$ cat config.mk
export PLATFORM = sky130hd
export DESIGN_NAME = fbpa_ctrl
export DESIGN_NICKNAME = d
export VERILOG_FILES = /design/src/rtl/core/fbpa_pkg.sv /design/src/rtl/core/fbpa_ctrl.sv
export SDC_FILE = /design/constraint.sdc
export NUM_CORES = 1
export LEC_CHECK = 0
export BUFFER_PORTS_ARGS = -buffer_cell sky130_fd_sc_hd__buf_2
export CAP_MARGIN = 20
export CORE_MARGIN = 4
export CORE_UTILIZATION = 36
export DETAILED_ROUTE_END_ITERATION = 10
export PLACE_DENSITY = 0.73
export REMOVE_ABC_BUFFERS = 1
export SYNTH_ARGS = -nofsm -noshare
export SYNTH_HDL_FRONTEND = slang
export SYNTH_SLANG_ARGS = --single-unit
export TNS_END_PERCENT = 20
$ cat constraint.sdc
create_clock -name clk -period 1.4 [get_ports clk]
set_input_delay 0.14 -clock clk [delete_from_list [all_inputs] [get_ports clk]]
set_output_delay 0.14 -clock clk [all_outputs]
set_load 0.005 [all_outputs]
$ cat src/rtl/core/fbpa_pkg.sv
// shared types, codes and constants of the fixed block pool allocator
`default_nettype none

package fbpa_pkg;

  // field widths
  localparam int ADDR_W    = 32;
  localparam int SIZE_W    = 13;
  localparam int CNT_W     = 11;
  localparam int REQ_W     = 16;
  localparam int OP_W      = 3;
  localparam int ALIGN_W   = 3;
  localparam int ORIG_W    = 6;
  localparam int STATUS_W  = 3;
  localparam int CLASS_W   = 3;
  localparam int CFG_IDX_W = 2;
  localparam int CFG_DATA_W = 32;

  // stream widths
  localparam int IN_TDATA_W  = 56;
  localparam int IN_TUSER_W  = 3;
  localparam int OUT_TDATA_W = 72;

  // operations
  localparam logic [OP_W-1:0] OP_ALLOC   = 3'd0;
  localparam logic [OP_W-1:0] OP_FREE    = 3'd1;
  localparam logic [OP_W-1:0] OP_REALLOC = 3'd2;
  localparam logic [OP_W-1:0] OP_SET     = 3'd3;
  localparam logic [OP_W-1:0] OP_GET     = 3'd4;
  localparam logic [OP_W-1:0] OP_REINIT  = 3'd5;

  // result status
  localparam logic [STATUS_W-1:0] ST_OK        = 3'd0;
  localparam logic [STATUS_W-1:0] ST_EMPTY     = 3'd1;
  localparam logic [STATUS_W-1:0] ST_TOO_LARGE = 3'd2;
  localparam logic [STATUS_W-1:0] ST_BAD_ADDR  = 3'd3;
  localparam logic [STATUS_W-1:0] ST_BAD_ALIGN = 3'd4;

  // configuration register indexes
  localparam logic [CFG_IDX_W-1:0] REG_ARENA_BASE    = 2'd0;
  localparam logic [CFG_IDX_W-1:0] REG_ELEMENT_SIZE  = 2'd1;
  localparam logic [CFG_IDX_W-1:0] REG_ELEMENT_COUNT = 2'd2;

  // reset values and limits
  localparam logic [ADDR_W-1:0]  RST_ARENA_BASE    = 32'd0;
  localparam logic [SIZE_W-1:0]  RST_ELEMENT_SIZE  = 13'd16;
  localparam logic [CNT_W-1:0]   RST_ELEMENT_COUNT = 11'd1024;
  localparam logic [SIZE_W-1:0]  MIN_ELEMENT_SIZE  = 13'd4;
  localparam logic [CNT_W-1:0]   COUNT_MAX         = 11'd2047;
  localparam logic [ALIGN_W-1:0] ALIGN_MAX         = 3'd2;

  // size class codes
  localparam logic [CLASS_W-1:0] CLASS_NONE = 3'd0;
  localparam logic [CLASS_W-1:0] CLASS_4    = 3'd1;
  localparam logic [CLASS_W-1:0] CLASS_8    = 3'd2;
  localparam logic [CLASS_W-1:0] CLASS_32   = 3'd3;
  localparam logic [CLASS_W-1:0] CLASS_48   = 3'd4;

  function automatic logic [CLASS_W-1:0] encode_class(input logic [REQ_W-1:0] size);
    logic [CLASS_W-1:0] code;
    if (size <= 16'd4) begin
      code = CLASS_4;
    end else if (size <= 16'd8) begin
      code = CLASS_8;
    end else if (size <= 16'd32) begin
      code = CLASS_32;
    end else if (size <= 16'd48) begin
      code = CLASS_48;
    end else begin
      code = CLASS_NONE;
    end
    return code;
  endfunction

  function automatic logic [ORIG_W-1:0] decode_class(input logic [CLASS_W-1:0] code);
    logic [ORIG_W-1:0] size;
    unique case (code)
      CLASS_4:  size = 6'd4;
      CLASS_8:  size = 6'd8;
      CLASS_32: size = 6'd32;
      CLASS_48: size = 6'd48;
      default:  size = 6'd0;
    endcase
    return size;
  endfunction

  // controller to datapath
  typedef struct packed {
    logic                load_in;
    logic                sweep_init;
    logic                sweep_step;
    logic                div_start;
    logic                link_rd;
    logic                mul;
    logic                pop;
    logic                push;
    logic                class_wr;
    logic                class_rd;
    logic                set_orig;
    logic                set_status;
    logic [STATUS_W-1:0] status_code;
    logic                set_null;
    logic                set_realloc;
    logic                emit;
  } fbpa_cmd_t;

  // datapath to controller
  typedef struct packed {
    logic            align_bad;
    logic            head_null;
    logic            oversize;
    logic            sweep_last;
    logic            div_done;
    logic            addr_bad;
    logic            out_free;
    logic [OP_W-1:0] op;
  } fbpa_sts_t;

endpackage

`default_nettype wire

$ cat src/rtl/core/fbpa_ctrl.sv
// allocator controller: sequences each operation over the datapath
`default_nettype none

module fbpa_ctrl (
  input  wire logic                clk,
  input  wire logic                rst,
  input  wire logic                in_valid,
  output      logic                in_ready,
  input  wire fbpa_pkg::fbpa_sts_t sts,
  output      fbpa_pkg::fbpa_cmd_t cmd
);

  typedef enum logic [2:0] {
    S_SWEEP,
    S_IDLE,
    S_DISPATCH,
    S_ALLOC_RD,
    S_DIV_WAIT,
    S_CLASS_RD,
    S_FINISH
  } state_t;

  state_t state;
  state_t state_next;
  logic   reply_pending;
  logic   reply_pending_next;

  always_ff @(posedge clk) begin
    if (rst) begin
      state         <= S_SWEEP;
      reply_pending <= 1'b0;
    end else begin
      state         <= state_next;
      reply_pending <= reply_pending_next;
    end
  end

  assign in_ready = (state == S_IDLE);

  always_comb begin
    state_next         = state;
    reply_pending_next = reply_pending;
    cmd                = '0;
    unique case (state)
      S_SWEEP: begin
        cmd.sweep_step = 1'b1;
        if (sts.sweep_last) begin
          state_next         = reply_pending ? S_FINISH : S_IDLE;
          reply_pending_next = 1'b0;
        end
      end
      S_IDLE: begin
        if (in_valid) begin
          cmd.load_in = 1'b1;
          state_next  = S_DISPATCH;
        end
      end
      S_DISPATCH: begin
        state_next = S_FINISH;
        unique case (sts.op)
          fbpa_pkg::OP_ALLOC: begin
            priority if (sts.align_bad) begin
              cmd.set_status  = 1'b1;
              cmd.status_code = fbpa_pkg::ST_BAD_ALIGN;
            end else if (sts.head_null) begin
              cmd.set_status  = 1'b1;
              cmd.status_code = fbpa_pkg::ST_EMPTY;
              cmd.set_null    = 1'b1;
            end else if (sts.oversize) begin
              cmd.set_status  = 1'b1;
              cmd.status_code = fbpa_pkg::ST_TOO_LARGE;
            end else begin
              cmd.link_rd = 1'b1;
              cmd.mul     = 1'b1;
              state_next  = S_ALLOC_RD;
            end
          end
          fbpa_pkg::OP_FREE, fbpa_pkg::OP_SET, fbpa_pkg::OP_GET: begin
            cmd.div_start = 1'b1;
            state_next    = S_DIV_WAIT;
          end
          fbpa_pkg::OP_REALLOC: begin
            if (sts.oversize) begin
              cmd.set_status  = 1'b1;
              cmd.status_code = fbpa_pkg::ST_TOO_LARGE;
            end else begin
              cmd.set_realloc = 1'b1;
            end
          end
          fbpa_pkg::OP_REINIT: begin
            cmd.sweep_init     = 1'b1;
            reply_pending_next = 1'b1;
            state_next         = S_SWEEP;
          end
          default: ;
        endcase
      end
      S_ALLOC_RD: begin
        cmd.pop    = 1'b1;
        state_next = S_FINISH;
      end
      S_DIV_WAIT: begin
        if (sts.div_done) begin
          state_next = S_FINISH;
          if (sts.addr_bad) begin
            cmd.set_status  = 1'b1;
            cmd.status_code = fbpa_pkg::ST_BAD_ADDR;
          end else begin
            unique case (sts.op)
              fbpa_pkg::OP_FREE: cmd.push     = 1'b1;
              fbpa_pkg::OP_SET:  cmd.class_wr = 1'b1;
              default: begin
                cmd.class_rd = 1'b1;
                state_next   = S_CLASS_RD;
              end
            endcase
          end
        end
      end
      S_CLASS_RD: begin
        cmd.set_orig = 1'b1;
        state_next   = S_FINISH;
      end
      S_FINISH: begin
        if (sts.out_free) begin
          cmd.emit   = 1'b1;
          state_next = S_IDLE;
        end
      end
      default: state_next = S_IDLE;
    endcase
  end

endmodule

`default_nettype wire

==> impl_metrics.ini <==
[placed_design]
placement.cell_area_sq_um = 714
dp_cells = 126
preCtsSetupSlack_ps = -128
port-buffer-count = 31
place_hpwl_um = 1240
finalWeightedCongestion = 0.807

[timing]
time_the_worst_path_needs_with_i_o_delays_and_setup_ps = 1800
tns_ps = -2320
finalSetupViolations = 12
tightest_slew_ps = 411
relSlewSlack_pct = 72.5
slew_violations = 0
postLayoutSetupSlackWorst_ps = -395
finClkSkew_ps = 0.604
fin_worst_hold_slack_ps = 160
timing.final.crit_share_pct = 128
hold_violations = 0
grt_setup_unrepaired = true
fmaxAchievable_mhz = 557

[synthesis]
synth_commonest_cells = nor2_1, nand2_1, nor3_1, dfxtp_1, o21ai_0
synth_area_leader_cell = dfxtp_1
number_of_synthesized_flops_with_an_enable_pin = 0
netlist-cell-type-count = 31
proportion_of_netlist_area_held_by_the_largest_area_contributor_pct = 15.8
synthMostInstantiatedCell = nor2_1
sequential_area_share_after_synthesis_pct = 15.8
postSynthAreaPerCell_sq_um = 6.58
netlist_top_cells_area = dfxtp_1, nor2_1, nor3_1
yosys_most_used_dff = dfxtp_1
synth_area_sq_um = 507
number_of_synthesized_register_bits = 4
ys.warnings.count = 0
postSynth.asyncResetShare_pct = 0
postSynthCellCount = 77

[global_routing]
antenna_found_initial = 0
grtUsageTotal_pct = 17.1
grt_pass1_wl_um = 2590
overflow = 0
number_of_global_route_vias_before_repair = 630
largest_net_degree_at_the_start_of_global_routing = 15

[power_and_ir_drop]
max_rail_drop_vdd_v = 0.00107
fin_total_pwr_mw = 1.13
power_density_mw_per_mm2 = 1370
leakage_nw = 0.400

[clock_tree]
cts.sink_count = 4
cts.clk_slew.worst_paths_ps = 30
cts_made_buffers = 3
tritoncts = built
clock_latency_late_sink_ps = 230
clock-root-buffer = clkbuf_4
clock_path_buffers = 2
htree_num_levels = 1

[critical_path]
path_cells = or4b_4, nor3_4, and3b_1, a21o_1, buf_2
timing.critical_path.slowest_stage_cell = or4b_4
worstSetupPathType = reg -> out
timing.critical_path.fanout_max = 4
arrival_ps = 1660
timing.critical_path.to_type = output port
worst-endpoint-required_ps = 1260
cp-start-kind = register
r2r_cells = 4
critPathMaxStageDelay_ps = 550

[floorplan]
height_of_the_die_um = 45.5
placement_rows = 13
chip_width_um = 45.5
pin_count = 32
die-area_sq_mm = 0.00207
initial_core_util_pct = 38.5
core_area_sq_mm = 0.00132

[run_status]
outcome = complete, but fails checks
failed_checks = setup timing

[route]
detailedRoute.firstPassIterationCount = 4
drtIter0Drc = 8
post-route-drc-count = 0
detail_route.vias_per_cell = 5.38
via_count = 700
route.antenna.remaining_nets = 0
totalWireLength_um = 1650
drt-wirelength-per-cell_um = 12.7

[layout]
multi_input_gate_area_sq_um = 450
fillers = 131
layout-drive-gt1-share_pct = 49.6
area.sequential_sq_um = 82.6
antenna_cells_inserted = 0
final_core_util_pct = 62.3
final_design_area_no_fill_sq_um = 821
syn_to_final_growth_pct = 62.0
layout.nets = 130
final_cells = 130

[min_path]
hold_path_depth = 2
worst_hold_path_type = in -> reg

[run]
number_of_maximum_capacitance_constraint_violations = 0
final cells by class:
type                            instances  share of cell area [%]
Clock buffer                            3                    2.74
Inverter                                2                   0.915
Multi-Input combinational cell         67                    54.9
Sequential cell                         4                    10.1
Tap cell                               15                    2.29
Timing Repair Buffer                   39                    29.1
what timing repair did:
action / CTS / global route
hold endpoints to repair: 0 / 0
gates cloned: 0 / 0
buffers inserted: 0 / 1
hold buffers: 0 / 0
resized for setup: 5 / 15
setup endpoints to repair: 13 / 20
pin swaps: 3 / 0
worst max-delay path, delay by kind of cell, from the launching register on:
family / cells / cell delay (ps)
AND/OR/NAND/NOR: 3 / 930
flip-flops: 1 / 310
buffers and inverters: 1 / 100
AO/OA/AOI/OAI: 1 / 90
power by group:
group / switching, mW / leakage (nW) / internal (mW)
Sequential: 0.0273 / 0.0334 / 0.160
Combinational: 0.412 / 0.353 / 0.392
Clock: 0.0416 / 0.0138 / 0.0955
Total: 0.481 / 0.400 / 0.647
kinds of logic after synthesis:
kind of cell | share of synthesized area (%)
compound gates | 24.2
buf+inv | 5.19
flops | 15.8
mux | 3.95
simple gates | 50.9
final timing paths:
check	startpoint	end	slack [ps]
setup / recovery	state[2]	cmd[3]	-400
hold / removal	rst	state[0]	160
setup reg to reg	state[2]	state[0]	-90
hold reg to reg	reply_pending	reply_pending	560
cell usage in the layout (no fill, tap or decap), types with 3 or more instances in the layout:
cell	Yosys	final
buf_2	0	29
nor2_1	16	14
nor3_1	6	6
nand2_1	7	6
buf_4	1	6
a21oi_1	3	3
clkbuf_4	0	3
buf_6	0	3
routing by layer:
metal / part of all wire (%) / wire length [um] / vias to the layer above / GRT usage (%)
li1: - / - / 358 / -
met1: 41 / 676 / 321 / 21.0
met2: 54 / 892 / 19 / 25.6
met3: 4.1 / 67 / 2 / 3.56
met4: 0.61 / 10 / 0 / 12.9
met5: 0 / 0 / - / 0
sequential cells by signal (all words and copies together), names as in the netlist:
name and flops:
state 3, reply_pending 1
No activity file was read; power rests on OpenSTA's default activity.
